## src/rtl/hpts_pkg.sv

```systemverilog
// Shared types, widths and tdata layouts for the pan/tilt slew limiter.
// Depends on nothing; every other file imports it.
package hpts_pkg;

   // angle width in bits (signed Q3.12 at sixteen bits)
   localparam int ANGLE_WIDTH = 16;

   // |diff| <= 2^W - 1, |speed| <= 2^(W-1)
   localparam int MAG_W = ANGLE_WIDTH;
   localparam int SPD_W = ANGLE_WIDTH;
   localparam int NUM_W = MAG_W + SPD_W;
   // 25 * (2^W - 1) < 2^(W+5)
   localparam int DEN_W = MAG_W + 5;
   // a limited quotient is below the axis magnitude
   localparam int QUO_W = MAG_W;

   // step factor: 0.04 taken as 1/25
   localparam int STEP_DIV = 25;

   // pipeline: lane stage, two merge stages, one divider stage per quotient bit
   localparam int SIDE_D = 2 + QUO_W;
   localparam int DEPTH  = 3 + QUO_W;

   // input item, last field in the lowest bits
   typedef struct packed {
      logic signed [ANGLE_WIDTH-1:0] head_speed;
      logic signed [ANGLE_WIDTH-1:0] safe_tilt;
      logic signed [ANGLE_WIDTH-1:0] safe_pan;
      logic                          prior_tilt_off;
      logic signed [ANGLE_WIDTH-1:0] prior_tilt;
      logic                          prior_pan_off;
      logic signed [ANGLE_WIDTH-1:0] prior_pan;
      logic                          target_tilt_off;
      logic signed [ANGLE_WIDTH-1:0] target_tilt;
      logic                          target_pan_off;
      logic signed [ANGLE_WIDTH-1:0] target_pan;
   } req_type;

   // result item, last field in the lowest bits
   typedef struct packed {
      logic                          was_limited;
      logic                          out_tilt_off;
      logic signed [ANGLE_WIDTH-1:0] out_tilt;
      logic                          out_pan_off;
      logic signed [ANGLE_WIDTH-1:0] out_pan;
   } rsp_type;

   localparam int IN_BITS     = $bits(req_type);
   localparam int OUT_BITS    = $bits(rsp_type);
   localparam int IN_TDATA_W  = ((IN_BITS + 7) / 8) * 8;
   localparam int OUT_TDATA_W = ((OUT_BITS + 7) / 8) * 8;

   // per-axis result of the lane stage
   typedef struct packed {
      logic signed [ANGLE_WIDTH-1:0] start;
      logic signed [ANGLE_WIDTH-1:0] target;
      logic                          neg;
      logic                          off;
      logic [MAG_W-1:0]              mag;
   } lane_type;

   // merged values handed to the dividers
   typedef struct packed {
      logic [DEN_W-1:0] den;
      logic [NUM_W-1:0] num_pan;
      logic [NUM_W-1:0] num_tilt;
      logic             lim;
   } merge_type;

endpackage

```

## src/rtl/hpts_lane.sv

```systemverilog
// One axis lane: start angle selection, signed difference and its magnitude.
// Depends on hpts_pkg for widths and lane_type.
module hpts_lane
   import hpts_pkg::*;
(
   input  logic                          clock,
   input  logic                          en,
   input  logic signed [ANGLE_WIDTH-1:0] target,
   input  logic                          target_off,
   input  logic signed [ANGLE_WIDTH-1:0] prior,
   input  logic                          prior_off,
   input  logic signed [ANGLE_WIDTH-1:0] safe,
   output lane_type                      lane_ff
);

   logic signed [ANGLE_WIDTH-1:0] start;
   logic signed [ANGLE_WIDTH:0]   diff;
   logic signed [ANGLE_WIDTH:0]   diff_neg;
   lane_type                      lane_in;

   // start from the prior command, or the safe angle when it was off
   always_comb begin
      start    = prior_off ? safe : prior;
      diff     = {target[ANGLE_WIDTH-1], target} - {start[ANGLE_WIDTH-1], start};
      diff_neg = -diff;
      lane_in.start  = start;
      lane_in.target = target;
      lane_in.off    = target_off;
      if (target_off) begin
         lane_in.neg = 1'b0;
         lane_in.mag = '0;
      end else begin
         lane_in.neg = diff[ANGLE_WIDTH];
         lane_in.mag = diff[ANGLE_WIDTH] ? diff_neg[MAG_W-1:0] : diff[MAG_W-1:0];
      end
   end

   // lane register
   always_ff @(posedge clock) begin
      if (en) begin
         lane_ff <= lane_in;
      end
   end

endmodule

```

## config.mk

```make
export PLATFORM = sky130hd
export DESIGN_NAME = hpts_lane
export DESIGN_NICKNAME = d
export VERILOG_FILES = /design/src/rtl/hpts_pkg.sv /design/src/rtl/hpts_lane.sv
export SDC_FILE = /design/constraint.sdc
export NUM_CORES = 1
export LEC_CHECK = 0
export ABC_CLOCK_PERIOD_IN_PS = 4800
export BUFFER_PORTS_ARGS = -buffer_cell sky130_fd_sc_hd__buf_4
export CAP_MARGIN = 40
export CORE_MARGIN = 2
export CORE_UTILIZATION = 30
export CTS_CLUSTER_DIAMETER = 200
export DETAILED_ROUTE_END_ITERATION = 8
export GPL_TIMING_DRIVEN = 0
export SETUP_SLACK_MARGIN = 0.15
export SLEW_MARGIN = 20
export SYNTH_ARGS = -nofsm -noshare
export SYNTH_HDL_FRONTEND = slang
export SYNTH_SLANG_ARGS = --single-unit
```

## constraint.sdc

```tcl
create_clock -name clock -period 4.8 [get_ports clock]
set_input_delay 0.48 -clock clock [delete_from_list [all_inputs] [get_ports clock]]
set_output_delay 0.48 -clock clock [all_outputs]
set_load 0.01 [all_outputs]
```

After elaboration in Yosys (flattened, before gate mapping)
Index checks and enable logic that the tools add are counted.
{"block": "op_classes", "add_sub_neg": 2, "mux": 2}
{"cell": "2-to-1 mux 16 bit", "count": 2}
{"cell": "subtractor 16 x 16 -> 17 bit", "count": 1}
{"cell": "negator 16 bit", "count": 1}
{"block": "totals", "regBits": 50, "input_bits": 52, "output_inout_bits": 50, "word_cells": 9}

Logic depth before layout (Yosys ltp)
{"block": "depth", "depth_word": 4, "ltp_mapped": 14, "depth_no_buf": 12}

Least setup slack after synthesis
OpenSTA, ideal clock, no wires.
{"block": "synth_timing", "kind": "in2reg", "from": "input prior_off", "to": "register lane_ff[15] (netlist name) (data pin)", "setup_time_ns": 0.260, "t_arrival_ns": 3.754, "required_ns": 4.540, "path_slack_ns": 0.786, "cell_stages": 12, "n_path_buf": 2, "path_cell_list": "clkbuf_1 > buf_1 > mux2i_1 > fa_1 > a211oi_4 > o21ai_2 > a41o_1 > a21oi_1 > xor2_1 > nand2_1 > o41a_1 > mux2_4"}
{"block": "synth_between", "elab_chain_len": 4}
{"element": "start: declaration", "line_no": "hpts_lane.sv:11", "text": "input logic prior_off,"}
{"element": "2-to-1 mux 16 bit *", "line_no": "hpts_lane.sv:23", "text": "start = prior_off ? safe : prior;"}
{"element": "subtractor 16 x 16 -> 17 bit *", "line_no": "hpts_lane.sv:24", "text": "diff = {target[ANGLE_WIDTH-1], target} - {start[ANGLE_WIDTH-1], start};"}
{"element": "negator 16 bit", "line_no": "hpts_lane.sv:25", "text": "diff_neg = -diff;"}
{"element": "2-to-1 mux 16 bit *", "line_no": "hpts_lane.sv:34", "text": "lane_in.mag = diff[ANGLE_WIDTH] ? diff_neg[MAG_W-1:0] : diff[MAG_W-1:0];"}
{"element": "end signal: assignment", "line_no": "hpts_lane.sv:41", "text": "lane_ff <= lane_in;"}
{"element": "end: declaration", "line_no": "hpts_lane.sv:13", "text": "output lane_type lane_ff"}
Every way passes the cells marked *; elsewhere a longest branch is shown, timed or not.
A chain may end at the register's enable or synchronous reset.

Final worst setup path
Same ends and word-level chain as after synthesis.

==> impl_metrics.json <==
{
  "cts_tree": "yes",
  "pin_count": 102,
  "cap_violations": 0,
  "worstPathRequired_ns": 4.86,
  "post-cts-setup-buffer-count": 0,
  "core_mm2": 0.00982,
  "grt_pass1_vias": 2371,
  "ys_seq_area_frac": 0.494,
  "postSynthNetCount": 345,
  "largest-register": "lane_ff",
  "n_fill_cell": 990,
  "clock-sinks": 50,
  "yosysMostFrequentCell": "edfxtp_1",
  "cp-start-kind": "input pin",
  "first_pass_iters": 4,
  "slew-limit-headroom": 0.577,
  "hpwl_mm": 5.39,
  "grtUsageTotal": 0.127,
  "route.vias.total": 2412,
  "wl_per_cell_um": 13.3,
  "power_density_mw_per_mm2": 318,
  "synth_area_mm2": 0.00304,
  "antenna_left": 0,
  "cts_made_buffers": 5,
  "grt_max_degree": 51,
  "hold_class": "input pin to flop",
  "finalMaxSlewViolations": 0,
  "ys.warnings.count": 0,
  "synth_compound_area_frac": 0.137,
  "worst_slack_ns": 0.751,
  "synth_area_per_cell_um2": 11.1,
  "synth_ff_type": "edfxtp_1",
  "ir_worst_vdd_v": 0.000146,
  "top_regs": "lane_ff: 50 flops",
  "std_cell_rows": 36,
  "drc": 0,
  "area_growth_syn_to_layout_pct": 34.1,
  "synth_top_family_by_area": "compound AO/OA/AOI/OAI gates",
  "synth_top_area_frac": 0.494,
  "grt_pass1_wl_mm": 11.3,
  "wirelength_mm": 6.85,
  "finalInstanceArea_mm2": 0.00408,
  "largest_reg_flops": 50,
  "clk_pin_slew_ns": 0.09,
  "end_kind": "flop",
  "finalCoreUtilization": 0.415,
  "vias_per_cell": 4.67,
  "finalHoldViolations": 0,
  "start_util": 0.310,
  "setup_tns_ns": 0,
  "synth-xor-area-share": 0.0461,
  "drtIter0Drc": 128,
  "final_cells": 517,
  "postSynthCellCount": 275,
  "setup_viol": 0,
  "outcome": "finished, final reports clean",
  "ys_ff_latch": 50,
  "insertedDiodeCount": 0,
  "ys_top_cells_by_count": "50 x edfxtp_1, 31 x nor2_1, 21 x inv_1",
  "p_leak_nw": 1.77,
  "synthAdderAreaFrac": 0.0765,
  "finalCritPeriodShare": 0.844,
  "synth-edff-count": 50,
  "finalWeightedCongestion": 0.884,
  "die_area_mm2": 0.0110,
  "antenna_found_initial": 0,
  "yosys.area_share.simple": 0.137,
  "synthMuxAreaShare": 0.0720,
  "clock_path_buffers": 2,
  "placedCellCount": 509,
  "p_total_mw": 1.30,
  "overflow": 0,
  "crit_fanout": 9,
  "rsz0062_at_grt": "no",
  "synth.distinct_cells": 55,
  "yosys.area.top_type": "edfxtp_1",
  "portBuffers": 100,
  "hold_buffers": 0,
  "synth_area_leaders": "edfxtp_1 49%, ha_1 7.0%, mux2i_1 5.6%",
  "ctsResizeCount": 0,
  "critPathKind": "input pin to flop",
  "cts_root_buffer": "clkbuf_8",
  "place_ws_ns": 0.448,
  "fin_nets": 453,
  "whs_ns": 0.359,
  "cp.arrival_ns": 4.11,
  "max_freq_mhz": 247,
  "die_h_um": 105,
  "drive_gt1_frac": 0.320,
  "place_area_mm2": 0.00397,
  "htreeDepth": 2,
  "worst_pin_slew_ns": 0.635,
  "fin_crit_ns": 4.05,
  "die_w_um": 105,
  "synthArstFlopShare": 0
}
-- cells by family (layout without fill, tap and decap cells) --
kind of cell / after synthesis / count (layout)
multiplexers: 21 / 21
buffers and inverters: 28 / 137
AND/OR/NAND/NOR: 84 / 84
adder cells (fa/ha/maj): 18 / 18
flip-flops: 50 / 50
XOR/XNOR: 16 / 16
AO/OA/AOI/OAI: 58 / 58
-- final timing paths --
| check | from | endpoint | slack [ns] | cells past startpoint |
|---|---|---|---|---|
| setup / recovery | prior_off | lane_ff[15]$_SDFFCE_PP0P_ | 0.75 | 13 |
| hold / removal | target[14] | lane_ff[32]$_DFFE_PP_ | 0.36 | 1 |
-- per-layer routing --
metal  vias to the layer above  share of wire  track usage
li1                       1220              -            -
met1                      1122           0.45        0.163
met2                        62           0.49        0.215
met3                         8          0.052       0.0287
met4                         0          0.011       0.0324
met5                         -              0            0
-- final cells by class --
type | count | area [um^2] | share of cell area
inverter | 21 | 78.8 | 0.0193
multi-input combinational | 197 | 1430 | 0.350
timing repair buffer | 101 | 762 | 0.187
buffer | 7 | 35.0 | 0.00859
clock buffer | 5 | 68.8 | 0.0169
sequential | 50 | 1500 | 0.368
clock inverter | 3 | 40.0 | 0.00982
tap | 133 | 166 | 0.0408
-- power breakdown --
part / internal (mW) / switching, mW
registers: 0.542 / 0.0129
logic: 0.206 / 0.239
clock network: 0.154 / 0.143
total: 0.902 / 0.394
-- worst max-delay path: stages --
cell      delay, ns
clkbuf_1       0.40
buf_1          0.20
buf_6          0.20
mux2i_1        0.28
ha_1           0.35
a21oi_1        0.35
o211ai_1       0.21
a41o_1         0.25
a21oi_1        0.18
xor2_1         0.32
nand2_1        0.12
o41a_1         0.46
mux2_4         0.31
-- layout by cell type (no fill, tap or decap), types with 5 or more instances in the layout --
cell type  instances
nor2_1            31
edfxtp_1          50
buf_4            100
a21oi_1           13
mux2i_1           17
inv_1             21
nand2_1           14
a21o_1             6
ha_1              17
o21ai_1            7
xnor2_1            5
nand3_1            7
nor3_1             5
clkbuf_8           5
xor2_1            11
Power figures use the tool's default switching activity.
