File: config.mk
export PLATFORM = sky130hd
export DESIGN_NAME = hpts_merge
export DESIGN_NICKNAME = d
export VERILOG_FILES = /design/src/rtl/hpts_pkg.sv /design/src/rtl/hpts_merge.sv
export SDC_FILE = /design/constraint.sdc
export NUM_CORES = 1
export LEC_CHECK = 0
export BUFFER_PORTS_ARGS = -buffer_cell sky130_fd_sc_hd__buf_2
export CORE_MARGIN = 5
export CORE_UTILIZATION = 58
export CTS_CLUSTER_SIZE = 12
export DETAILED_ROUTE_END_ITERATION = 8
export GPL_ROUTABILITY_DRIVEN = 0
export PLACE_DENSITY = 0.76
export SETUP_SLACK_MARGIN = 0.2
export SLEW_MARGIN = 20
export SYNTH_ARGS = -nofsm -noshare
export SYNTH_HDL_FRONTEND = slang
export SYNTH_SLANG_ARGS = --single-unit
File: constraint.sdc
create_clock -name clock -period 7.2 [get_ports clock]
set_input_delay 1.44 -clock clock [delete_from_list [all_inputs] [get_ports clock]]
set_output_delay 1.44 -clock clock [all_outputs]
set_load 0.02 [all_outputs]
File: src/rtl/hpts_pkg.sv
// Shared types, widths and tdata layouts for the pan/tilt slew limiter.
// Depends on nothing; every other file imports it.
package hpts_pkg;

   // angle width in bits (signed Q3.12 at sixteen bits)
   localparam int ANGLE_WIDTH = 16;

   // |diff| <= 2^W - 1, |speed| <= 2^(W-1)
   localparam int MAG_W = ANGLE_WIDTH;
   localparam int SPD_W = ANGLE_WIDTH;
   localparam int NUM_W = MAG_W + SPD_W;
   // 25 * (2^W - 1) < 2^(W+5)
   localparam int DEN_W = MAG_W + 5;
   // a limited quotient is below the axis magnitude
   localparam int QUO_W = MAG_W;

   // step factor: 0.04 taken as 1/25
   localparam int STEP_DIV = 25;

   // pipeline: lane stage, two merge stages, one divider stage per quotient bit
   localparam int SIDE_D = 2 + QUO_W;
   localparam int DEPTH  = 3 + QUO_W;

   // input item, last field in the lowest bits
   typedef struct packed {
      logic signed [ANGLE_WIDTH-1:0] head_speed;
      logic signed [ANGLE_WIDTH-1:0] safe_tilt;
      logic signed [ANGLE_WIDTH-1:0] safe_pan;
      logic                          prior_tilt_off;
      logic signed [ANGLE_WIDTH-1:0] prior_tilt;
      logic                          prior_pan_off;
      logic signed [ANGLE_WIDTH-1:0] prior_pan;
      logic                          target_tilt_off;
      logic signed [ANGLE_WIDTH-1:0] target_tilt;
      logic                          target_pan_off;
      logic signed [ANGLE_WIDTH-1:0] target_pan;
   } req_type;

   // result item, last field in the lowest bits
   typedef struct packed {
      logic                          was_limited;
      logic                          out_tilt_off;
      logic signed [ANGLE_WIDTH-1:0] out_tilt;
      logic                          out_pan_off;
      logic signed [ANGLE_WIDTH-1:0] out_pan;
   } rsp_type;

   localparam int IN_BITS     = $bits(req_type);
   localparam int OUT_BITS    = $bits(rsp_type);
   localparam int IN_TDATA_W  = ((IN_BITS + 7) / 8) * 8;
   localparam int OUT_TDATA_W = ((OUT_BITS + 7) / 8) * 8;

   // per-axis result of the lane stage
   typedef struct packed {
      logic signed [ANGLE_WIDTH-1:0] start;
      logic signed [ANGLE_WIDTH-1:0] target;
      logic                          neg;
      logic                          off;
      logic [MAG_W-1:0]              mag;
   } lane_type;

   // merged values handed to the dividers
   typedef struct packed {
      logic [DEN_W-1:0] den;
      logic [NUM_W-1:0] num_pan;
      logic [NUM_W-1:0] num_tilt;
      logic             lim;
   } merge_type;

endpackage

File: src/rtl/hpts_merge.sv
// Merge stage: larger axis magnitude, step test and divider operands.
// Depends on hpts_pkg; two register stages.
module hpts_merge
   import hpts_pkg::*;
(
   input  logic             clock,
   input  logic             en,
   input  logic [MAG_W-1:0] mag_pan,
   input  logic [MAG_W-1:0] mag_tilt,
   input  logic [SPD_W-1:0] spd,
   output merge_type        merge_ff
);

   logic [MAG_W-1:0] dmax_ff;
   logic [NUM_W-1:0] num_pan_ff;
   logic [NUM_W-1:0] num_tilt_ff;
   logic [SPD_W-1:0] spd_ff;
   logic [DEN_W-1:0] den_in;
   merge_type        merge_in;

   // first stage: larger magnitude and the two numerator products
   always_ff @(posedge clock) begin
      if (en) begin
         dmax_ff     <= (mag_pan > mag_tilt) ? mag_pan : mag_tilt;
         num_pan_ff  <= NUM_W'(mag_pan) * NUM_W'(spd);
         num_tilt_ff <= NUM_W'(mag_tilt) * NUM_W'(spd);
         spd_ff      <= spd;
      end
   end

   // second stage: denominator 25 * dmax as shift and add, then the limit test
   always_comb begin
      den_in = (DEN_W'(dmax_ff) << 4) + (DEN_W'(dmax_ff) << 3) + DEN_W'(dmax_ff);
      merge_in.den      = den_in;
      merge_in.num_pan  = num_pan_ff;
      merge_in.num_tilt = num_tilt_ff;
      merge_in.lim      = den_in > DEN_W'(spd_ff);
   end

   always_ff @(posedge clock) begin
      if (en) begin
         merge_ff <= merge_in;
      end
   end

endmodule

# After elaboration in Yosys (flattened, before gate mapping)
# Cells that the tools add are included.
[totals]
output_inout_bits = 86
reg_bits = 182
elab_cells = 15
[op_classes]
muxes = 1
addsub = 2
n_mul = 2
order_cmp = 2
[op_table]
columns = ["op", "n"]
rows = [
  ["multiplier 16 x 16 -> 32 bit", 2],
  ["adder 20 x 19 -> 21 bit", 1],
  ["adder 21 x 16 -> 21 bit", 1],
  ["greater-than comparator 21 x 16 -> 1 bit", 1],
  ["greater-than comparator 16 bit", 1],
  ["2-to-1 mux 16 bit", 1],
]

# Logic depth before layout (Yosys ltp)
# Gate-level depths: netlist of the first run.
[logic_depth]
ltp_word = 3
ltp_mapped = 23
ltp_nobuf = 22

# Least setup slack after synthesis of the first run
# Ideal clock, no wire load.
[synth_timing]
path_type = "input -> register"
from = "input mag_tilt[8]"
to = "register num_tilt_ff[28], data pin"
slack_ns = -0.043
required_ns = 6.915
cell_stages = 21
n_path_buf = 2
t_arrival_ns = 6.957
setup_ns = 0.285
cell_sequence = "clkbuf_1 > clkbuf_1 > nand2_1 > fa_1 > fa_1 > fa_1 > fa_1 > inv_1 > fa_1 > inv_1 > fa_1 > inv_1 > ha_1 > nand3_1 > nor4_1 > nor3_1 > a211oi_1 > a211oi_1 > nand4b_1 > a31oi_1 > o311ai_0"
[synth_between]
elab_chain_cells = 1
[synth_lines]
columns = ["element", "line", "text"]
rows = [
  ["from (decl)", "hpts_merge.sv:9", "input logic [MAG_W-1:0] mag_tilt,"],
  ["multiplier 16 x 16 -> 32 bit", "hpts_merge.sv:26", "num_tilt_ff <= NUM_W'(mag_tilt) * NUM_W'(spd);"],
  ["to (signal assigned)", "hpts_merge.sv:26", ""],
  ["to (decl)", "hpts_merge.sv:16", "logic [NUM_W-1:0] num_tilt_ff;"],
]
# Every way passes these cells.
# A chain may end at the register's enable or synchronous reset.

# Worst setup path after layout of the first run
[layout_timing]
from = "input spd[4]"
to = "register num_tilt_ff[29], data pin"
[layout_between]
elab_chain_cells = 1
[layout_lines]
columns = ["element", "line", "text"]
rows = [
  ["from (decl)", "hpts_merge.sv:10", "input logic [SPD_W-1:0] spd,"],
  ["multiplier 16 x 16 -> 32 bit", "hpts_merge.sv:26", ""],
]
# Every way passes these cells.

==> results of run 1 <==
[repair_timing]
item | CTS | global route
setup buffers | 0 | 1
endpoints found under the setup margin | 0 | 18
gates resized for setup | 0 | 10
[path summary, 6_finish.rpt]
path / from / to / slack, ps / depth (start not counted)
worst max register to register: dmax_ff[4]$_DFFE_PP_ / merge_ff[0]$_DFFE_PP_ / 2150 / 17
worst min-delay path: num_tilt_ff[23]$_DFFE_PP_ / merge_ff[24]$_DFFE_PP_ / 420 / 0
worst max-delay path: spd[4] / num_tilt_ff[29]$_DFFE_PP_ / 390 / 25
worst min register to register: num_tilt_ff[23]$_DFFE_PP_ / merge_ff[24]$_DFFE_PP_ / 420 / 0
[worst reg2reg max path: stages, from the launching register on]
cell and delay, ps:
sky130_fd_sc_hd__edfxtp_1 490, sky130_fd_sc_hd__fa_1 520, sky130_fd_sc_hd__ha_1 230, sky130_fd_sc_hd__fa_1 470
sky130_fd_sc_hd__a21o_1 190, sky130_fd_sc_hd__a21oi_2 190, sky130_fd_sc_hd__o21ai_2 80, sky130_fd_sc_hd__a31o_1 240
sky130_fd_sc_hd__a41oi_2 260, sky130_fd_sc_hd__nor2b_1 190, sky130_fd_sc_hd__xnor2_1 170, sky130_fd_sc_hd__ha_1 290
sky130_fd_sc_hd__a21o_1 160, sky130_fd_sc_hd__a21oi_1 200, sky130_fd_sc_hd__and3b_1 220, sky130_fd_sc_hd__o221ai_1 170
sky130_fd_sc_hd__a211oi_2 260, sky130_fd_sc_hd__or4b_1 450
[routing by layer]
metal  GRT usage [%]  routed length (um)  part of all wire, %  vias to the layer above
met4           12.80                2737                  4.8                        0
met5               0                   0                    0                        -
li1                -                   -                    -                     7986
met1           30.88               21980                   39                     8699
met3           5.563                3580                  6.3                      185
met2           44.07               28700                   50                      590
[per-stage QoR]
stage	util, %	hold slack, ps	worst slack (ps)	setup TNS [ps]	area [sq um]
finish	65.53	419.4	392.5	0	27430
global route	65.53	427.2	155.3	0	27430
CTS	65.41	420.8	328.4	0	27380
detailed placement	64.06	404.5	-186.4	-1902	26810
global placement	64.06	401.5	-98.60	-373.5	26810
floorplan	-	400.3	203.9	0	24570
[registers in the layout, summed over array words and instances, names as in the netlist]
signal	count
merge_ff	86
num_pan_ff	32
num_tilt_ff	32
dmax_ff	16
spd_ff	16
[kinds of logic after synthesis]
group	Yosys count	share of synthesized area (%)
compound gates	203	5.540
xor+xnor	63	2.249
fa+ha+maj	661	45.99
buf+inv	601	9.243
flops	182	22.28
mux	18	0.8161
simple gates	692	13.88
[area by class of cell]
| cell class | instances | area, sq um | area share, % |
|---|---|---|---|
| multi-input cells | 1637 | 16840 | 61.40 |
| flip-flops and latches | 182 | 5465 | 19.93 |
| repair buffers | 294 | 1952 | 7.116 |
| inverters | 511 | 1918 | 6.993 |
| well taps | 539 | 674.4 | 2.459 |
| clock buffers | 18 | 429.2 | 1.565 |
| clock inverters | 14 | 137.6 | 0.5018 |
| diodes | 4 | 10.01 | 0.03649 |
[placed cells by master, fill, tap and decap left out, drive strengths merged, types with 7 or more instances in the layout]
cell,n
xnor2,47
or3,7
mux2,16
a21oi,65
a211oi,10
xor2,16
and2,243
clkbuf,22
o21a,9
a21o,34
edfxtp,182
and3,8
nor2b,9
nand4,12
nand3,18
nor3,16
inv,517
ha,260
nor2,50
nand2,308
fa,401
buf,290
a31oi,10
o21ai,32
o21bai,11
[Yosys cell counts, types with 2 or more instances]
library cell / number / area share [%]
sky130_fd_sc_hd__fa_1: 401 / 33
sky130_fd_sc_hd__o31ai_1: 2 / 0.061
sky130_fd_sc_hd__nand3_1: 18 / 0.37
sky130_fd_sc_hd__o21a_1: 9 / 0.28
sky130_fd_sc_hd__or2_2: 3 / 0.077
sky130_fd_sc_hd__o21bai_1: 11 / 0.34
sky130_fd_sc_hd__nor2b_1: 9 / 0.23
sky130_fd_sc_hd__a221oi_1: 3 / 0.11
sky130_fd_sc_hd__o21ai_2: 2 / 0.071
sky130_fd_sc_hd__a31oi_1: 10 / 0.26
sky130_fd_sc_hd__a21oi_1: 63 / 1.3
sky130_fd_sc_hd__o311ai_0: 3 / 0.11
sky130_fd_sc_hd__inv_1: 511 / 7.8
sky130_fd_sc_hd__o311ai_1: 3 / 0.11
sky130_fd_sc_hd__a21o_1: 34 / 1.0
sky130_fd_sc_hd__xnor2_1: 47 / 1.7
sky130_fd_sc_hd__and2_1: 243 / 6.2
sky130_fd_sc_hd__xor2_1: 16 / 0.57
sky130_fd_sc_hd__nor2_1: 50 / 0.77
sky130_fd_sc_hd__a211oi_1: 7 / 0.21
sky130_fd_sc_hd__o21ai_0: 27 / 0.55
sky130_fd_sc_hd__a211o_1: 2 / 0.071
sky130_fd_sc_hd__mux2i_1: 2 / 0.082
sky130_fd_sc_hd__ha_1: 260 / 13
sky130_fd_sc_hd__nor3_1: 16 / 0.33
sky130_fd_sc_hd__nand3b_1: 2 / 0.061
sky130_fd_sc_hd__nand4_1: 12 / 0.31
sky130_fd_sc_hd__edfxtp_1: 182 / 22
sky130_fd_sc_hd__a21oi_2: 2 / 0.071
sky130_fd_sc_hd__a31o_2: 2 / 0.071
sky130_fd_sc_hd__nor4_1: 6 / 0.15
sky130_fd_sc_hd__or3_1: 7 / 0.18
sky130_fd_sc_hd__a211oi_2: 3 / 0.15
sky130_fd_sc_hd__o21ai_1: 3 / 0.061
sky130_fd_sc_hd__mux2_2: 16 / 0.73
sky130_fd_sc_hd__nand2b_1: 4 / 0.10
sky130_fd_sc_hd__a311oi_1: 3 / 0.11
sky130_fd_sc_hd__nand2_1: 308 / 4.7
sky130_fd_sc_hd__clkbuf_1: 88 / 1.3
sky130_fd_sc_hd__or4_1: 2 / 0.061
sky130_fd_sc_hd__and3_1: 8 / 0.20
==> flow_results.org, run 1 <==
** Global routing
- The number of global-route vias before repair came to 19220.
- Initial antenna violation count :: 3
- GRT Util Overall :: 25.72%
- GRT overflow :: 0
- Entering global routing, the biggest net connects 67 pins.
- The first global-routing pass estimated about 95000 um of wire.

** Timing
- Pin slew with the least headroom to its limit :: 812.0 ps
- Final worst path period share :: 94.55%
- Slew headroom :: about 46%
- The number of pins with negative max-slew slack in the final report is 0.
- The final hold violation count was 0.
- Final Skew :: 9.791 ps
- Final setup violating endpoints :: 0
- RSZ-0062 raised after global routing :: yes
- Derived from the worst setup path, the maximum achievable clock frequency is 146.9 MHz.
- Minimum clock period :: 6808 ps

** Cells and area
- The finished layout holds 3199 standard cells, fillers aside.
- Layout-stage area growth over the synthesis result :: 11.81%
- Of the cells placed in the final design, the portion with a size suffix greater than 1 is 13.67%.
- Count of fill cells added during filler insertion :: 3237
- Fin nets :: 3354

** Critical path
- The most numerous cell type found on the critical path is sky130_fd_sc_hd__fa_1.
- Kind of cell with the highest combined delay on the critical path :: adder cells
- Number of buffer and inverter stages on the critical path :: 8
- The largest single stage delay on the critical path is 530 ps.
- STA classifies the critical path startpoint as an input port.
- Along the worst path, the maximum fanout reaches 13.
- Crit. End Element :: register
- Among all stages on the critical path, the largest delay is contributed by sky130_fd_sc_hd__fa_1.
- Arrival time of the worst setup path :: 7050 ps
- At the worst endpoint, the required time is 7450 ps.
- The worst setup path is of the in -> reg kind.

** Clocking
- The number of hold buffers added after CTS was 0.
- Counting the buffers created by CTS gives 17.
- Clock tree from TritonCTS :: done
- The cell sitting at the root of the clock tree is a sky130_fd_sc_hd__clkbuf_16.
- Clock transition at path regs :: 70 ps
- Maximum count of clock buffers along a single path :: 2
- Worst-skew pair later-pin latency :: around 500 ps
- # H-tree levels :: 4
- Clk sinks :: ~180

** Logic synthesis
- The number of different library cells used by synthesis comes to between 60 and 70.
- For this run, asynchronously set or reset flops after synthesis account for 0%.
- Avg Synthesized Cell Area :: 10.14 sq um
- Number of synthesized flops with an enable pin :: 182
- Proportion of synthesized chip area in sequential cells :: 22.28%
- Flip-flop and latch count after synthesis :: 182
- For this run, the leading register cell type out of synthesis is sky130_fd_sc_hd__edfxtp_1.
- Cells after synthesis :: approximately 2400
- Synth warn :: 0
- After synthesis the cells add up to between 0.02 and 0.025 sq mm.
- When the netlist entered floorplanning its net count stood at 3131.

** Detailed routing
- After detailed routing, the average wire length per cell comes to 17.82 um.
- After detailed routing, the number of remaining DRC violations is 0.
- After detailed routing, the number of vias per cell comes to 5.458.
- The detailed router finished its first iteration with 1017 violations.
- The first TritonRoute pass finished after 7 iterations.
- The count of nets left with antenna violations once routing finished came out at 0.
- Total wire length after detailed routing :: 57000 um
- The detailed router placed 17460 vias in this run.

** Floorplan
- The die covers 0.04650 sq mm.
- In this run the horizontal extent of the chip is 215.7 um.
- Height of the chip :: approximately 220 um
- Core Footprint :: 0.04185 sq mm
- Num rows :: 75
- In this run the count of I/O pins placed on the die edge is 136.
- Starting utilization of the core area :: 58.61%

** Place
- The number of placed instances, taps included, is around 3200.
- Detailed placement ended at an HPWL of ~47000 um.
- Port Buffer Count :: between 100 and 150

** Worst hold path
- The path class of the tightest hold or removal check is reg -> reg.

** Outcome
- The flow ran to the end, and the final reports show no timing, DRC or antenna violations.

** Flow run
- Max-cap violations :: 0
Power of run 1 is not shown: default switching activity piles up to over one toggle a cycle in this logic, so the estimate is an artifact.
==> run 2: changes to the inputs <==
==> constraint.sdc (replaced) <==
create_clock -name clock -period 7.2 [get_ports clock]
set_input_delay 1.8 -clock clock [delete_from_list [all_inputs] [get_ports clock]]
set_output_delay 1.8 -clock clock [all_outputs]
set_load 0.02 [all_outputs]
==> flow_results.org, run 2 (synthesis results as in run 1) <==
** Outcome
- Outcome :: finished clean

** Timing
- Setup repair after global routing could not meet its margin everywhere.
- Worst hold margin :: 420.1 ps
- Pin slew with the least headroom to its limit :: between 1000 and 1500 ps
- Dividing the final minimum period by the clock period gives roughly 98%.
- The number of pins with negative max-slew slack in the final report came to 0.
- Setup slack on the critical path of the routed design comes to 139.3 ps.
- Highest Clock Rate :: ~140 MHz
- After layout, the minimum clock period comes to 7061 ps.
- Headroom to the max-slew limit came out at between 20 and 30%.
- Setup violations remaining at the end of the flow were counted as 0.
- The final hold violation count is 0.
- Final Skew :: between 8 and 9 ps

** Critical path
- Data arrives at the worst endpoint at 7270 ps.
- Logic depth of the worst register-to-register path :: 17
- Highest net fanout along the worst path :: 5
- Worst setup path category :: in -> reg
- Across all register-to-register paths, the minimum setup slack is 2140 ps.
- The startpoint identified for the worst register-to-register timing path is dmax_ff[4]$_DFFE_PP_.
- Critical path launch point type :: input port
- Crit. End Element :: register
- The worst register-to-register path ends at merge_ff[0]$_DFFE_PP_.
- Required time of the worst setup path :: 7410 ps

** Global routing
- Global routing consumed, over all layers together, 25.19% of the routing resources.
- Entering global routing, the biggest net connects 129 pins.
- The first global-routing pass estimated 94160 um of wire.
- Initial antenna violation count :: 3
- The number of global-route vias before repair came to 19400.
- GRT overflow :: 0

** Detailed routing
- Iteration-0 DRC count of the detailed router :: around 1100
- After detailed routing, the average wire length per cell comes to 17.43 um.
- First-pass DRT Iterations :: 6
- The final route contains 17910 vias.
- Total wire length after detailed routing :: 56920 um
- Using the TritonRoute via totals, the vias-per-cell ratio works out to 5.483.
- For this run, design rule violations remaining after detail routing come to 0.
- Antenna-violating nets left :: 0

** Cells and area
- Most common cell after layout, fill and taps aside :: sky130_fd_sc_hd__inv_1
- The register with the most flip-flops in the layout has 86 of them.
- Proportion of layout cells with a drive suffix above 1 :: 18.20%
- The largest registers in the layout are merge_ff: 86 flops, num_pan_ff: 32 flops, num_tilt_ff: 32 flops.
- Layout-stage area growth over the synthesis result :: 16.70%
- Register with the most flip-flops :: merge_ff
- Highest-count cells in the layout ignoring fill and taps :: 503 x sky130_fd_sc_hd__inv_1, 397 x sky130_fd_sc_hd__fa_1, 306 x sky130_fd_sc_hd__nand2_1
- The net count of the finished layout is 3424.
- The finished layout holds 3266 standard cells, fillers aside.
- Counting the fill cells in the layout gives 3114.

** Clocking
- TritonCTS built the clock tree.
- Clock latency on the worst-skew pair, taken at its later pin, is 470 ps.
- In this run, CTS created clock tree buffers numbering 17.
- CTS Root Cell :: sky130_fd_sc_hd__clkbuf_16
- Maximum count of clock buffers along a single path :: 2
- In this run the number of H-tree levels came out at 4.
- Number of hold buffers added after cts :: 0
- Clock transition at path regs :: 80 ps
- Clk sinks :: 182

** Worst hold path
- In this run the most critical hold path is launched from num_pan_ff[2]$_DFFE_PP_.
- The path with the worst hold slack has its endpoint at merge_ff[35]$_DFFE_PP_.
- Worst min-delay path category :: reg -> reg
- Counting instances, the worst hold path has a depth of 0.

** Floorplan
- Height of the chip :: 215.7 um
- Core Footprint :: 0.04185 sq mm
- Number of ports placed on the die boundary :: 136
- The die covers 0.04650 sq mm.
- Num rows :: 75
- Starting utilization of the core area :: 58.61%
- In this run the horizontal extent of the chip is 215.7 um.

** Place
- In this run, placement finished with an instance count of 3223.
- During placement, the flow inserted port buffers numbering 135.
- The wire-length estimate of the detail-placed layout is 46610 um.
- Before CTS, the worst setup slack after placement is -339.3 ps.

** Flow run
- Max-cap violations :: 0
[run 2: critical path, stage by stage]
cell and delay (ps):
sky130_fd_sc_hd__buf_12 120, sky130_fd_sc_hd__and2_4 150, sky130_fd_sc_hd__fa_1 520, sky130_fd_sc_hd__inv_1 50, sky130_fd_sc_hd__fa_1 470, sky130_fd_sc_hd__fa_1 490, sky130_fd_sc_hd__fa_1 510, sky130_fd_sc_hd__inv_1 40
sky130_fd_sc_hd__fa_1 490, sky130_fd_sc_hd__inv_2 40, sky130_fd_sc_hd__fa_1 510, sky130_fd_sc_hd__inv_2 50, sky130_fd_sc_hd__ha_4 300, sky130_fd_sc_hd__nand3_4 100, sky130_fd_sc_hd__nor4_4 280, sky130_fd_sc_hd__nor3_2 70
sky130_fd_sc_hd__buf_4 160, sky130_fd_sc_hd__a211oi_4 250, sky130_fd_sc_hd__a211oi_2 100, sky130_fd_sc_hd__buf_4 160, sky130_fd_sc_hd__nand4b_1 240, sky130_fd_sc_hd__a31oi_4 250, sky130_fd_sc_hd__o311ai_1 120
[run 2: metal layers]
| metal | GRT usage, % | up-vias | wire length, um |
|---|---|---|---|
| li1 | - | 8143 | - |
| met1 | 32.34 | 9024 | 22480 |
| met2 | 42.84 | 591 | 28590 |
| met3 | 4.905 | 145 | 3962 |
| met4 | 9.260 | 4 | 1864 |
| met5 | 0 | - | 27 |
[run 2: how the worst max path moves through the flow]
stage          cells after the start         from  slack, ps                         to
2_1_floorplan                     22       spd[4]        190  num_tilt_ff[24]$_DFFE_PP_
3_3_place_gp                      21       spd[8]       -370  num_tilt_ff[25]$_DFFE_PP_
3_5_place_dp                      22       spd[1]       -340  num_tilt_ff[25]$_DFFE_PP_
4_1_cts                           23  mag_tilt[5]        210  num_tilt_ff[28]$_DFFE_PP_
5_1_grt                           24  mag_tilt[6]        -90  num_tilt_ff[28]$_DFFE_PP_
6_report                          23  mag_tilt[6]        140  num_tilt_ff[28]$_DFFE_PP_
[run 2: what timing repair did]
action	CTS	global route
setup buffers	1	7
gates cloned	0	2
endpoints found under the setup margin	3	24
pin swaps	4	53
resized for setup	2	123
[run 2: layout make-up]
cell class	count	area (sq um)	area share, %
timing repair buffer	364	2764	9.655
sequential	182	5465	19.09
clock inverter	15	158.9	0.5551
clock buffer	17	425.4	1.486
antenna	1	2.502	0.008742
inverter	511	1918	6.700
tap	539	674.4	2.356
multi-input combinational	1637	17220	60.15
[run 2: metrics by stage]
step | utilization [%] | instance area, sq um | TNS, ps
6_report | 68.40 | 28630 | 0
5_1_grt | 68.40 | 28630 | -115.4
4_1_cts | 67.10 | 28080 | 0
3_5_place_dp | 65.68 | 27490 | -5759
3_3_place_gp | 65.68 | 27490 | -4158
2_1_floorplan | - | 24760 | 0
Power of run 2 is left out for the same reason.
