$ cat src/rtl/hpts_pkg.sv
// Shared types, widths and tdata layouts for the pan/tilt slew limiter.
// Depends on nothing; every other file imports it.
package hpts_pkg;

   // angle width in bits (signed Q3.12 at sixteen bits)
   localparam int ANGLE_WIDTH = 16;

   // |diff| <= 2^W - 1, |speed| <= 2^(W-1)
   localparam int MAG_W = ANGLE_WIDTH;
   localparam int SPD_W = ANGLE_WIDTH;
   localparam int NUM_W = MAG_W + SPD_W;
   // 25 * (2^W - 1) < 2^(W+5)
   localparam int DEN_W = MAG_W + 5;
   // a limited quotient is below the axis magnitude
   localparam int QUO_W = MAG_W;

   // step factor: 0.04 taken as 1/25
   localparam int STEP_DIV = 25;

   // pipeline: lane stage, two merge stages, one divider stage per quotient bit
   localparam int SIDE_D = 2 + QUO_W;
   localparam int DEPTH  = 3 + QUO_W;

   // input item, last field in the lowest bits
   typedef struct packed {
      logic signed [ANGLE_WIDTH-1:0] head_speed;
      logic signed [ANGLE_WIDTH-1:0] safe_tilt;
      logic signed [ANGLE_WIDTH-1:0] safe_pan;
      logic                          prior_tilt_off;
      logic signed [ANGLE_WIDTH-1:0] prior_tilt;
      logic                          prior_pan_off;
      logic signed [ANGLE_WIDTH-1:0] prior_pan;
      logic                          target_tilt_off;
      logic signed [ANGLE_WIDTH-1:0] target_tilt;
      logic                          target_pan_off;
      logic signed [ANGLE_WIDTH-1:0] target_pan;
   } req_type;

   // result item, last field in the lowest bits
   typedef struct packed {
      logic                          was_limited;
      logic                          out_tilt_off;
      logic signed [ANGLE_WIDTH-1:0] out_tilt;
      logic                          out_pan_off;
      logic signed [ANGLE_WIDTH-1:0] out_pan;
   } rsp_type;

   localparam int IN_BITS     = $bits(req_type);
   localparam int OUT_BITS    = $bits(rsp_type);
   localparam int IN_TDATA_W  = ((IN_BITS + 7) / 8) * 8;
   localparam int OUT_TDATA_W = ((OUT_BITS + 7) / 8) * 8;

   // per-axis result of the lane stage
   typedef struct packed {
      logic signed [ANGLE_WIDTH-1:0] start;
      logic signed [ANGLE_WIDTH-1:0] target;
      logic                          neg;
      logic                          off;
      logic [MAG_W-1:0]              mag;
   } lane_type;

   // merged values handed to the dividers
   typedef struct packed {
      logic [DEN_W-1:0] den;
      logic [NUM_W-1:0] num_pan;
      logic [NUM_W-1:0] num_tilt;
      logic             lim;
   } merge_type;

endpackage

$ cat src/rtl/hpts_div.sv
// Pipelined restoring divider, one quotient bit per stage.
// Depends on hpts_pkg; the quotient is valid when it is known to fit QUO_W bits.
module hpts_div
   import hpts_pkg::*;
(
   input  logic             clock,
   input  logic             en,
   input  logic [NUM_W-1:0] num,
   input  logic [DEN_W-1:0] den,
   output logic [QUO_W-1:0] quo
);

   logic [DEN_W-1:0] rem_ff [QUO_W];
   logic [QUO_W-1:0] low_ff [QUO_W];
   logic [QUO_W-1:0] quo_ff [QUO_W];
   logic [DEN_W-1:0] den_ff [QUO_W];

   genvar s;
   generate
      for (s = 0; s < QUO_W; s++) begin : g_stage
         logic [DEN_W-1:0] rem_src;
         logic [QUO_W-1:0] low_src;
         logic [QUO_W-1:0] quo_src;
         logic [DEN_W-1:0] den_src;
         logic [DEN_W:0]   trial;
         logic [DEN_W:0]   diff;
         logic             ge;

         // operands come from the inputs or the previous stage
         if (s == 0) begin : g_first
            always_comb begin
               rem_src = DEN_W'(num[NUM_W-1:QUO_W]);
               low_src = num[QUO_W-1:0];
               quo_src = '0;
               den_src = den;
            end
         end else begin : g_next
            always_comb begin
               rem_src = rem_ff[s-1];
               low_src = low_ff[s-1];
               quo_src = quo_ff[s-1];
               den_src = den_ff[s-1];
            end
         end

         // one shift, compare and subtract
         always_comb begin
            trial = {rem_src, low_src[QUO_W-1]};
            diff  = trial - {1'b0, den_src};
            ge    = trial >= {1'b0, den_src};
         end

         always_ff @(posedge clock) begin
            if (en) begin
               rem_ff[s] <= ge ? diff[DEN_W-1:0] : trial[DEN_W-1:0];
               low_ff[s] <= {low_src[QUO_W-2:0], 1'b0};
               quo_ff[s] <= {quo_src[QUO_W-2:0], ge};
               den_ff[s] <= den_src;
            end
         end
      end
   endgenerate

   assign quo = quo_ff[QUO_W-1];

endmodule

$ cat config.mk
export PLATFORM = sky130hd
export DESIGN_NAME = hpts_div
export DESIGN_NICKNAME = d
export VERILOG_FILES = /design/src/rtl/hpts_pkg.sv /design/src/rtl/hpts_div.sv
export SDC_FILE = /design/constraint.sdc
export NUM_CORES = 1
export LEC_CHECK = 0
export BUFFER_PORTS_ARGS = -buffer_cell sky130_fd_sc_hd__buf_2
export CAP_MARGIN = 20
export CORE_ASPECT_RATIO = 1.2
export CORE_MARGIN = 4
export CORE_UTILIZATION = 30
export DETAILED_ROUTE_END_ITERATION = 16
export PLACE_DENSITY = 0.4
export SYNTH_ARGS = -nofsm -noshare
export SYNTH_HDL_FRONTEND = slang
export SYNTH_SLANG_ARGS = --single-unit
$ cat constraint.sdc
create_clock -name clock -period 7 [get_ports clock]
set_clock_uncertainty 0.1 [all_clocks]
set_input_delay 0.35 -clock clock [delete_from_list [all_inputs] [get_ports clock]]
set_output_delay 0.35 -clock clock [all_outputs]
set_load 0.02 [all_outputs]
Word level (Yosys, flattened, before mapping) --
Memory sizes are Yosys's and may differ from the RTL's. Index checks and enable logic that the tools add are counted.
Word-level totals: output and inout port bits 16, logic and storage cells 54, register bits 0, memories 4, memory bits (writable) 1168
Memories:
- den_ff | words 16, bits a word 21, read ports 15, clocked after Yosys merged registers in 0, write ports 16, RTL line hpts_div.sv:16 | logic [DEN_W-1:0] den_ff [QUO_W];
- rem_ff | words 16, bits a word 21, read ports 15, clocked after Yosys merged registers in 0, write ports 16, RTL line hpts_div.sv:13 | logic [DEN_W-1:0] rem_ff [QUO_W];
- quo_ff | words 16, bits a word 16, read ports 16, clocked after Yosys merged registers in 0, write ports 16, RTL line hpts_div.sv:15 | logic [QUO_W-1:0] quo_ff [QUO_W];
- low_ff | words 16, bits a word 15, read ports 15, clocked after Yosys merged registers in 0, write ports 16, RTL line hpts_div.sv:14 | logic [QUO_W-1:0] low_ff [QUO_W];
Operators by class: order comparisons 16, $add $sub $neg 16, mux-type cells 18
Operators with widths (number):
- $mux W21 | 16
- $ge A22 B21 Y1 | 15
- $sub A21 B21 Y21 | 15
- $ge A17 B21 Y1 | 1
- $sub A17 B21 Y21 | 1
- $mux W1 | 2

Longest topological paths before layout --
Gate-level depths: netlist of the first run. An unclocked memory read counts as a cell.
word-level depth 3, depth in mapped cells 15

Worst setup path after synthesis of the first run --
Ideal clock, no wire load.
path type flip-flop to flip-flop, start point memory low_ff[1][59] (netlist bit), end point memory rem_ff[1][100] (netlist bit) (data pin), data arrival time 3.119 ns, period minus slack after synthesis 3.479 ns, buffers on the path 2, path slack 3.521 ns, cell stages (with the launch flop) 16, setup time 0.260 ns, cells stage by stage edfxtp_1 > inv_1 > ha_1 > inv_1 > fa_1 > a21o_1 > a21o_1 > a211oi_2 > nor2_1 > a221o_2 > a211oi_4 > or2_1 > buf_6 > inv_4 > buf_6 > mux2_4
RTL lines (RTL line):
- start: declaration | hpts_div.sv:14
- end: declaration | hpts_div.sv:13

==> metrics, run 1 <==
status complete, no violations; Layout Nets 4470; die area roughly 160000 sq um; Mapped Nets 4294; fill count about 15000; first-iteration detailed-routing DRC count 1296; placed cells approximately 5900; Final ANT Viol Nets 0; Core Box Area around 150000 sq um; hold depth 1; dpl ws about 2600 ps; RSZ-0062 raised after global routing false; DRT Pass-1 Iters 5; WS Path Type reg2reg; Sw Share 36.4%; Fin Setup TNS 0 ps; Post-CTS Resized 0; P per Cell Area 427 nW/um^2; Final Non-Filler Cells 6154; CP Data Arrival Time approximately 4500 ps; clock buffer depth 3; Hold Path Class in2reg; initial antenna violation count 2; largest net degree at the start of global routing 159; final WL between 100 and 150 mm; max-slew violation count 0; Worst setup EP type flip-flop; ys async rst share 0%; Worst Hold End quo_ff[1][112]; post-route minimum period around 4000 ps; Max-slew headroom about a quarter; post-synthesis sequential area ratio 57.2%; total global-route track usage 13.9%; RR Endpoint rem_ff[0][46]; share of post-route cells with drive strength above 1 approximately 8.5%; mapped cell area between 40000 and 50000 sq um; Clk Latency, worst-skew pair a little over 700 ps; Final Instance Area around 53000 sq um; yosys warns 0; peak supply drop between 0.2 and 0.25 mV; I/O Buffers 70; hold_ws just under 80 ps; cell count after synthesis just under 4000; clock slew at reported path FFs ~60 ps; dpl cell area a little under 50000 sq um; worst setup margin about 2900 ps; mean post-synth cell area between 10 and 15 sq um; initial core utilization 30.1%; area grow syn2layout 14.2%; final-report hold violation count 0; worst slew pin tran between 1000 and 1500 ps; combinational group share of total power 40.3%; global-route wire length before repair ~180 mm; post-detail-place hpwl roughly 85 mm; commonest non-fill, non-tap cell in the layout edfxtp_1; Placement Rows approximately 160; ys flop type edfxtp_1; Fmax achieved ~240 MHz; Yosys reg bits between 800 and 900; Worst Min Path Start en; Inserted Clock Buffers 103; routability cong. 0.882; Yosys cell types 83; period utilisation layout between 50% and 60%; CTS root buffer clkbuf_16; I/O pins between 70 and 80; worst r2r src low_ff[0][29]; flop2flop setup slack 2880 ps; Vias 29300; Routed wire per std cell around 18 um; sequential share of power a little under two fifths; critical path launch point type flip-flop; crit-path max FO 19; P_sw between 8 and 9 mW; vias in the first global route between 30000 and 40000; commonest non-fill, non-tap cells in the layout edfxtp_1, inv_1, ha_1; R2R depth 13; Leak Pwr ~21 nW; GRT Residual Overflow 0; htree depth 3; Critical Path RT ~7400 ps; max-cap viol count 0; CTS tree built; clock sinks about 900; # setup viols final 0; P_int roughly 14 mW; Clk pwr share a little under a quarter; Die Y approximately 440 um; number of flops mapped to enable cells by yosys slightly below 900; # DRC 0; vias per cell about 4.8; die width roughly 370 um
==> power groups by stage <==
stage / logic (mW) / registers [mW] / clock network [mW]
after global routing: 10.3 / 8.45 / 5.66
final: 9.12 / 8.32 / 5.19
after floorplan: 6.92 / 8.04 / 0
after detailed placement: 9.12 / 8.48 / 0
after global placement: 9.14 / 8.49 / 0
after CTS: 9.21 / 8.38 / 5.45
==> flip-flops by register name (all words and copies together) (netlist names) <==
name and flops:
rem_ff 315, low_ff 120, quo_ff 136, den_ff 315
==> cell type report <==
class	instances	area, sq um	share of cell area [%]
Sequential cell	886	26600	50.1
Multi-Input combinational cell	2513	18000	34.0
Clock buffer	135	2700	5.08
Tap cell	2000	2500	4.71
Inverter	415	1560	2.94
Timing Repair Buffer	149	1150	2.17
Clock inverter	55	528	0.995
Antenna cell	1	2.50	0.00471
==> worst max-delay path, stage by stage, from the launching register on <==
cell and delay, ps:
edfxtp_1 350, inv_1 80, ha_1 160, inv_1 50, fa_1 430, a211oi_2 260
o21ai_1 200, a2111oi_2 520, o31ai_1 320, a21oi_2 260, a31oi_1 100, or3_1 460
buf_16 220, mux2_1 320
==> cell usage after synthesis (all sizes together), types with 23 or more instances <==
cell type,instances,share of area [%]
xor2,105,2.0
ha,332,8.9
edfxtp,886,57
nor3,46,0.50
a31oi,30,0.40
a21oi,304,3.3
buf,23,0.28
nand3,61,0.66
a21o,149,2.4
nand2,253,2.0
and3,26,0.35
clkbuf,55,0.44
nor2,227,1.8
nor2b,30,0.40
mux2,100,2.5
nand2b,36,0.48
o31ai,26,0.43
o21a,30,0.48
o21ai,238,2.6
xnor2,135,2.5
inv,415,3.4
o21bai,26,0.42
a211oi,26,0.47
and2,23,0.31
nand4,51,0.69
==> cell families after synthesis <==
family                   Yosys count  share of synthesized area, %
adder cells (fa/ha/maj)          347                          9.58
AND/OR/NAND/NOR                  821                          8.32
AO/OA/AOI/OAI                    999                          13.6
buffers and inverters            493                          4.08
flip-flops                       886                          57.2
XOR/XNOR                         240                          4.52
multiplexers                     106                          2.62
==> routing by layer <==
layer / global-route usage (%) / share of wire (%)
met1: 14.1 / 37
met2: 27.9 / 56
met3: 1.75 / 2.8
met4: 6.48 / 4.3
met5: 0 / 0
==> per-stage QoR <==
| stage | total power, mW | util (%) |
|---|---|---|
| finish | 22.6 | 34.4 |
| global route | 24.4 | 34.4 |
| CTS | 23.0 | 34.4 |
| detailed placement | 17.6 | 32.0 |
| global placement | 17.6 | 32.0 |
| floorplan | 15.0 | - |
==> worst max-delay path by stage <==
stage | startpoint | end | slack [ps]
6_report | low_ff[0][29] | rem_ff[0][46] | 2880
3_3_place_gp | low_ff[0][29] | rem_ff[0][43] | 2580
2_1_floorplan | low_ff[1][59] | rem_ff[1][100] | 3520
4_1_cts | low_ff[0][29] | rem_ff[0][46] | 2560
3_5_place_dp | low_ff[0][29] | rem_ff[0][46] | 2580
5_1_grt | low_ff[1][89] | rem_ff[1][136] | 2600
==> timing repair <==
action,4_1_cts,5_1_grt
setup buffers,0,0
hold buffers,53,0
endpoints found under the hold margin,56,0
endpoints found under the setup margin,0,0
(Power assumes the default switching activity.)
==> run 2, diff against run 1 <==
PLACE_DENSITY = 0.42   (was 0.4)
clock period = 3.41 ns   (was 7 ns; I/O delays follow)
==> run 2 against run 1 <==
Flip-flop and latch count unchanged. Hold slack better by 9.0 ps. Largest cell class unchanged. Sequential share of layout area decreased by 2.0 points. Non-clock buffer count increased by 202. The flow now finishes with violations (setup timing). Highest routed layer unchanged.
==> metrics, run 2 (synthesized netlist as in run 1, its figures left out) <==
worst slew pin tran 830 ps; commonest non-fill, non-tap cells in the layout edfxtp_1, inv_1, ha_1; clock slew at reported path FFs 60 ps; period utilisation layout 101%; CP Data Arrival Time 3820 ps; cell mode on critical path inv_2; crit-path leading delay family compound AO/OA/AOI/OAI gates; initial core utilization between 30% and 40%; crit path from low_ff[0][29]; CP max-delay cell a2111oi_4; CP peak stage delay 410 ps; Hold Path Class in2reg; final WL ~110 mm; commonest non-fill, non-tap cell in the layout edfxtp_1; clock buffer depth 3; GRT Residual Overflow 0; worst setup margin -51.1 ps; RSZ-0062 raised after global routing true; final-report hold violation count 0; Layout Nets 4672; WS Path Type reg2reg; Top Registers den_ff: 315 flops, rem_ff: 315 flops, quo_ff: 136 flops; total global-route track usage between 10 and 15%; critical path launch point type flip-flop; share of post-route cells with drive strength above 1 about 14%; Core Box Area about 150000 sq um; peak supply drop around 0.46 mV; area grow syn2layout 18.9%; die width 367 um; Max-slew headroom approximately 44%; routability cong. approximately 0.84; Inserted Clock Buffers about 100; Final Instance Area around 55000 sq um; # setup viols final 20; initial antenna violation count 0; Fmax achieved 289 MHz; I/O Buffers 70; post-layout util roughly 36%; Die Y roughly 440 um; vias in the first global route between 30000 and 40000; fill count 15100; dpl cell area just over 50000 sq um; antenna cells 0; htree depth 3; placed cells a little over 6000; first-iteration detailed-routing DRC count about 1400; # DRC 0; CTS root buffer clkbuf_16; I/O pins 71; Routed wire per std cell 17.6 um; global-route wire length before repair approximately 170 mm; hold_ws 88.3 ps; CTS tree built; die area roughly 160000 sq um; worst path cell trace inv_2 > ha_4 > inv_2 > fa_2 > a211oi_4 > o21ai_4 > a2111oi_4 > o31ai_4 > a21oi_2 > a31oi_1 > or3_4 > buf_12 > mux2_1; Critical Path RT between 3000 and 4000 ps; worst r2r src low_ff[0][29]; max-slew violation count 0; crit-path max FO 11; Clk Latency, worst-skew pair ~700 ps; vias per cell about 4.7; post-detail-place hpwl 85.1 mm; Vias 30000; largest net degree at the start of global routing 95; Placement Rows 158; P per Cell Area ~880 nW/um^2; status complete, but fails checks; max-cap viol count 0; Worst setup EP type flip-flop; clock sinks between 800 and 900; Worst Min Path Start den[10]; Final ANT Viol Nets 0; post-route minimum period 3460 ps; Final Non-Filler Cells about 6400; violated checks setup timing; Leak Pwr 22.3 nW; DRT Pass-1 Iters 6; Worst Path Buf+Inv 3
## run 2: cell count changes in the layout (fill, tap and decap cells not counted), sizes merged
cell,before,now
buf,96,287
dlygate4sd3,53,64
clkbuf,135,126
clkinvlp,2,10
bufinv,6,7
clkinv,42,41
diode,1,0
## run 2: layout make-up
| class | count | area (sq um) | area share [%] |
|---|---|---|---|
| sequential | 886 | 26600 | 48.1 |
| multi-input combinational | 2513 | 18300 | 33.1 |
| timing repair buffer | 351 | 3010 | 5.44 |
| clock buffer | 126 | 2710 | 4.90 |
| tap | 2000 | 2500 | 4.53 |
| inverter | 415 | 1570 | 2.83 |
| clock inverter | 63 | 569 | 1.03 |
## run 2: metal layers
layer | track usage, % | up-vias | share of wire, %
met5 | 0 | - | 0
met4 | 6.03 | 0 | 4.0
met3 | 1.87 | 203 | 3.2
met2 | 26.5 | 486 | 53
met1 | 15.0 | 14200 | 39
li1 | - | 15200 | -
## run 2: final timing paths
check	slack, ps	cells after the start	end
worst max-delay path	-50	13	rem_ff[0][57]
worst min-delay path	90	2	den_ff[0][10]
worst max register to register	-50	13	rem_ff[0][57]
worst min register to register	290	0	low_ff[1][41]
## run 2: where the power goes
part	leakage (nW)	internal, mW	switching, mW
registers	8.65	15.6	1.51
logic	12.1	9.41	11.2
clock network	1.57	6.18	4.56
## run 2: what timing repair did
item                       CTS  global route
setup buffers                6             6
hold buffers                64             0
hold endpoints to repair    98             0
gates cloned                 1             0
setup endpoints to repair   59           158
pin swaps                    8            17
resized for setup           28            47
## run 2: stage by stage
step	setup slack, ps	setup TNS, ps	power (mW)
2_1_floorplan	8.86	0	30.7
3_3_place_gp	-359	-9660	37.5
3_5_place_dp	-283	-8120	37.4
4_1_cts	-139	-2500	48.8
5_1_grt	-182	-4820	52.0
6_report	-51.1	-735	48.4
==> run 3, diff against run 2 <==
ABC_AREA = 1   (was unset)
PLACE_DENSITY = 0.41   (was 0.42)
==> run 3 against run 2 <==
The run now ends clean. Combinational power is 5% higher. Cell count increased by 43%. Setup slack better by 440 ps. Register-to-register slack improved by 440 ps. Utilization fell by 1.6 points. Clock-buffer cell count fell by 4. Maximum frequency up 15%. Synthesized cell count grew 66%. Via count is 36% higher. Routed wire length up 44%. First-iteration DRC count is 80% higher. Power grew 3.3%. Largest power group unchanged. Highest routed layer unchanged.
==> metrics, run 3 <==
status complete, no violations; Sw Share a little over two fifths; yosys warns 0; Vias 40800; Routed wire per std cell 17.8 um; Fin Setup TNS 0 ps; top cell types by occurrence after synthesis nand2_1, inv_1, edfxtp_1; global-route wire length before repair between 200 and 250 mm; area grow syn2layout 13.0%; WS Path Type reg2reg; htree depth 3; DRT Pass-1 Iters 8; Top Registers den_ff: 315 flops, rem_ff: 315 flops, quo_ff: 136 flops; largest net degree at the start of global routing approximately 140; ys async rst share 0%; Worst setup EP type flip-flop; final WL roughly 160 mm; Final ANT Viol Nets 0; max-slew violation count 0; P_int ~29 mW; Mapped Nets about 7000; worst setup margin 391 ps; post-route minimum period 3020 ps; peak supply drop about 0.42 mV; ys flop type edfxtp_1; CP Data Arrival Time around 3500 ps; Die Y 471 um; I/O pins 71; cell taking the most area after synthesis edfxtp_1; I/O Buffers 70; Core Box Area between 150000 and 200000 sq um; ranking of synthesized cells by area edfxtp_1, nand2_1, ha_1; initial core utilization 30.3%; Inserted Clock Buffers about 100; final-report hold violation count 0; # setup viols final 0; share of post-route cells with drive strength above 1 between 5 and 6%; max-cap viol count 0; Fmax achieved between 300 and 400 MHz; CTS tree built; critical path launch point type flip-flop; die width between 300 and 400 um; # DRC 0; Leak Pwr between 20 and 30 nW; crit-path max FO 20; flop2flop setup slack about 400 ps; post-detail-place hpwl about 130 mm; hold_ws between 70 and 80 ps; Yosys cell types 40; mapped cell area about 54000 sq um; Clk pwr share between 20% and 30%; fill count between 15000 and 20000; combinational group share of total power a little over two fifths; clock buffer depth 3; sequential share of power 34.8%; Critical Path RT between 3000 and 4000 ps; Final Power about 50 mW; Placement Rows 169; vias per cell about 4.5; Synth top area share 49.6%; mean post-synth cell area about 8.3 sq um; Layout Nets approximately 7100; clock slew at reported path FFs 60 ps; most common cell in the netlist nand2_1; number of flops mapped to enable cells by yosys a little under 900; P per Cell Area between 800 and 900 nW/um^2; GRT Residual Overflow 0; clock sinks around 890; RSZ-0062 raised after global routing false; post-synthesis sequential area ratio roughly half; routability cong. just under 0.9; period utilisation layout roughly nine tenths; dpl ws roughly 320 ps; cell count after synthesis 6472; commonest non-fill, non-tap cell in the layout nand2_1; die area roughly 190000 sq um; Post-CTS Resized 0; total global-route track usage between 15 and 20%; worst slew pin tran ~900 ps; Hold Path Class in2reg; Yosys reg bits roughly 890; vias in the first global route 40000; initial antenna violation count 6; first-iteration detailed-routing DRC count roughly 2400; P_sw roughly 21 mW; commonest non-fill, non-tap cells in the layout nand2_1, inv_1, edfxtp_1; CTS root buffer clkbuf_16; Max-slew headroom between 30% and 40%; Clk Latency, worst-skew pair around 730 ps
-- run 3: cell types whose count changed after synthesis, moves of 55 or more --
cell / change
xnor2_1: -110
nand3_1: +285
o21ai_0: -163
clkbuf_1: -55
mux2_2: -60
nor2_1: +203
nand3b_1: +71
nand2_1: +2259
a21oi_1: -86
a21o_1: -149
inv_1: +694
-- run 3: cell type report --
class / count / area [sq um] / area share [%]
sequential: 886 / 26600 / 43.9
multi-input combinational: 4389 / 22200 / 36.6
inverter: 1134 / 4260 / 7.02
tap: 2308 / 2890 / 4.77
clock buffer: 122 / 2650 / 4.37
timing repair buffer: 171 / 1400 / 2.31
clock inverter: 61 / 636 / 1.05
antenna: 4 / 10.0 / 0.0165
-- run 3: stage by stage --
stage               instance area (sq um)  std cells  utilization, %
finish                              60600       9075            34.2
CTS                                 60600       9071            34.2
detailed placement                  56700       8825            32.0
floorplan                           53600       6472               -
global route                        60600       9075            34.2
global placement                    56700       8825            32.0
-- run 3: kinds of logic after synthesis --
family / Yosys count / share of synthesized area (%)
xor+xnor: 121 / 1.98
fa+ha+maj: 347 / 8.31
buf+inv: 1197 / 9.08
simple gates: 3601 / 27.8
compound gates: 320 / 3.21
flops: 886 / 49.6
-- run 3: power by group through the flow --
stage / clock [mW] / combinational (mW) / sequential [mW]
6_report: 11.0 / 21.6 / 17.4
5_1_grt: 11.9 / 24.9 / 17.6
4_1_cts: 11.4 / 21.8 / 17.5
3_5_place_dp: 0 / 21.6 / 17.7
3_3_place_gp: 0 / 21.6 / 17.8
2_1_floorplan: 0 / 16.4 / 16.3
-- run 3: timing repair --
item / 4_1_cts / 5_1_grt
endpoints found under the hold margin: 201 / 0
hold buffers: 63 / 0
endpoints found under the setup margin: 0 / 0
buffers inserted: 0 / 0
-- run 3: critical path, cell delays in order, from the launching register on --
cell,delay [ps]
edfxtp_1,500
ha_1,230
inv_1,90
fa_1,430
nand2_1,120
nand2_1,80
nand3_1,70
nand2_1,120
nand2_1,140
nand2_1,90
nand2_1,80
nand2_2,210
inv_2,380
nand2_1,90
nand2_1,120
-- run 3: worst paths after layout --
check / to / start / cells past startpoint
min: low_ff[0][14] / num[14] / 2
min reg2reg: low_ff[0][67] / low_ff[0][51] / 0
max: rem_ff[1][102] / den_ff[1][63] / 14
max reg2reg: rem_ff[1][102] / den_ff[1][63] / 14
-- run 3: layer usage --
metal,vias to the layer above,GRT usage (%),routed length (um)
li1,21100,-,-
met1,18800,22.3,72700
met2,742,29.9,78400
met3,182,1.71,5470
met4,0,5.23,4520
met5,-,0,0
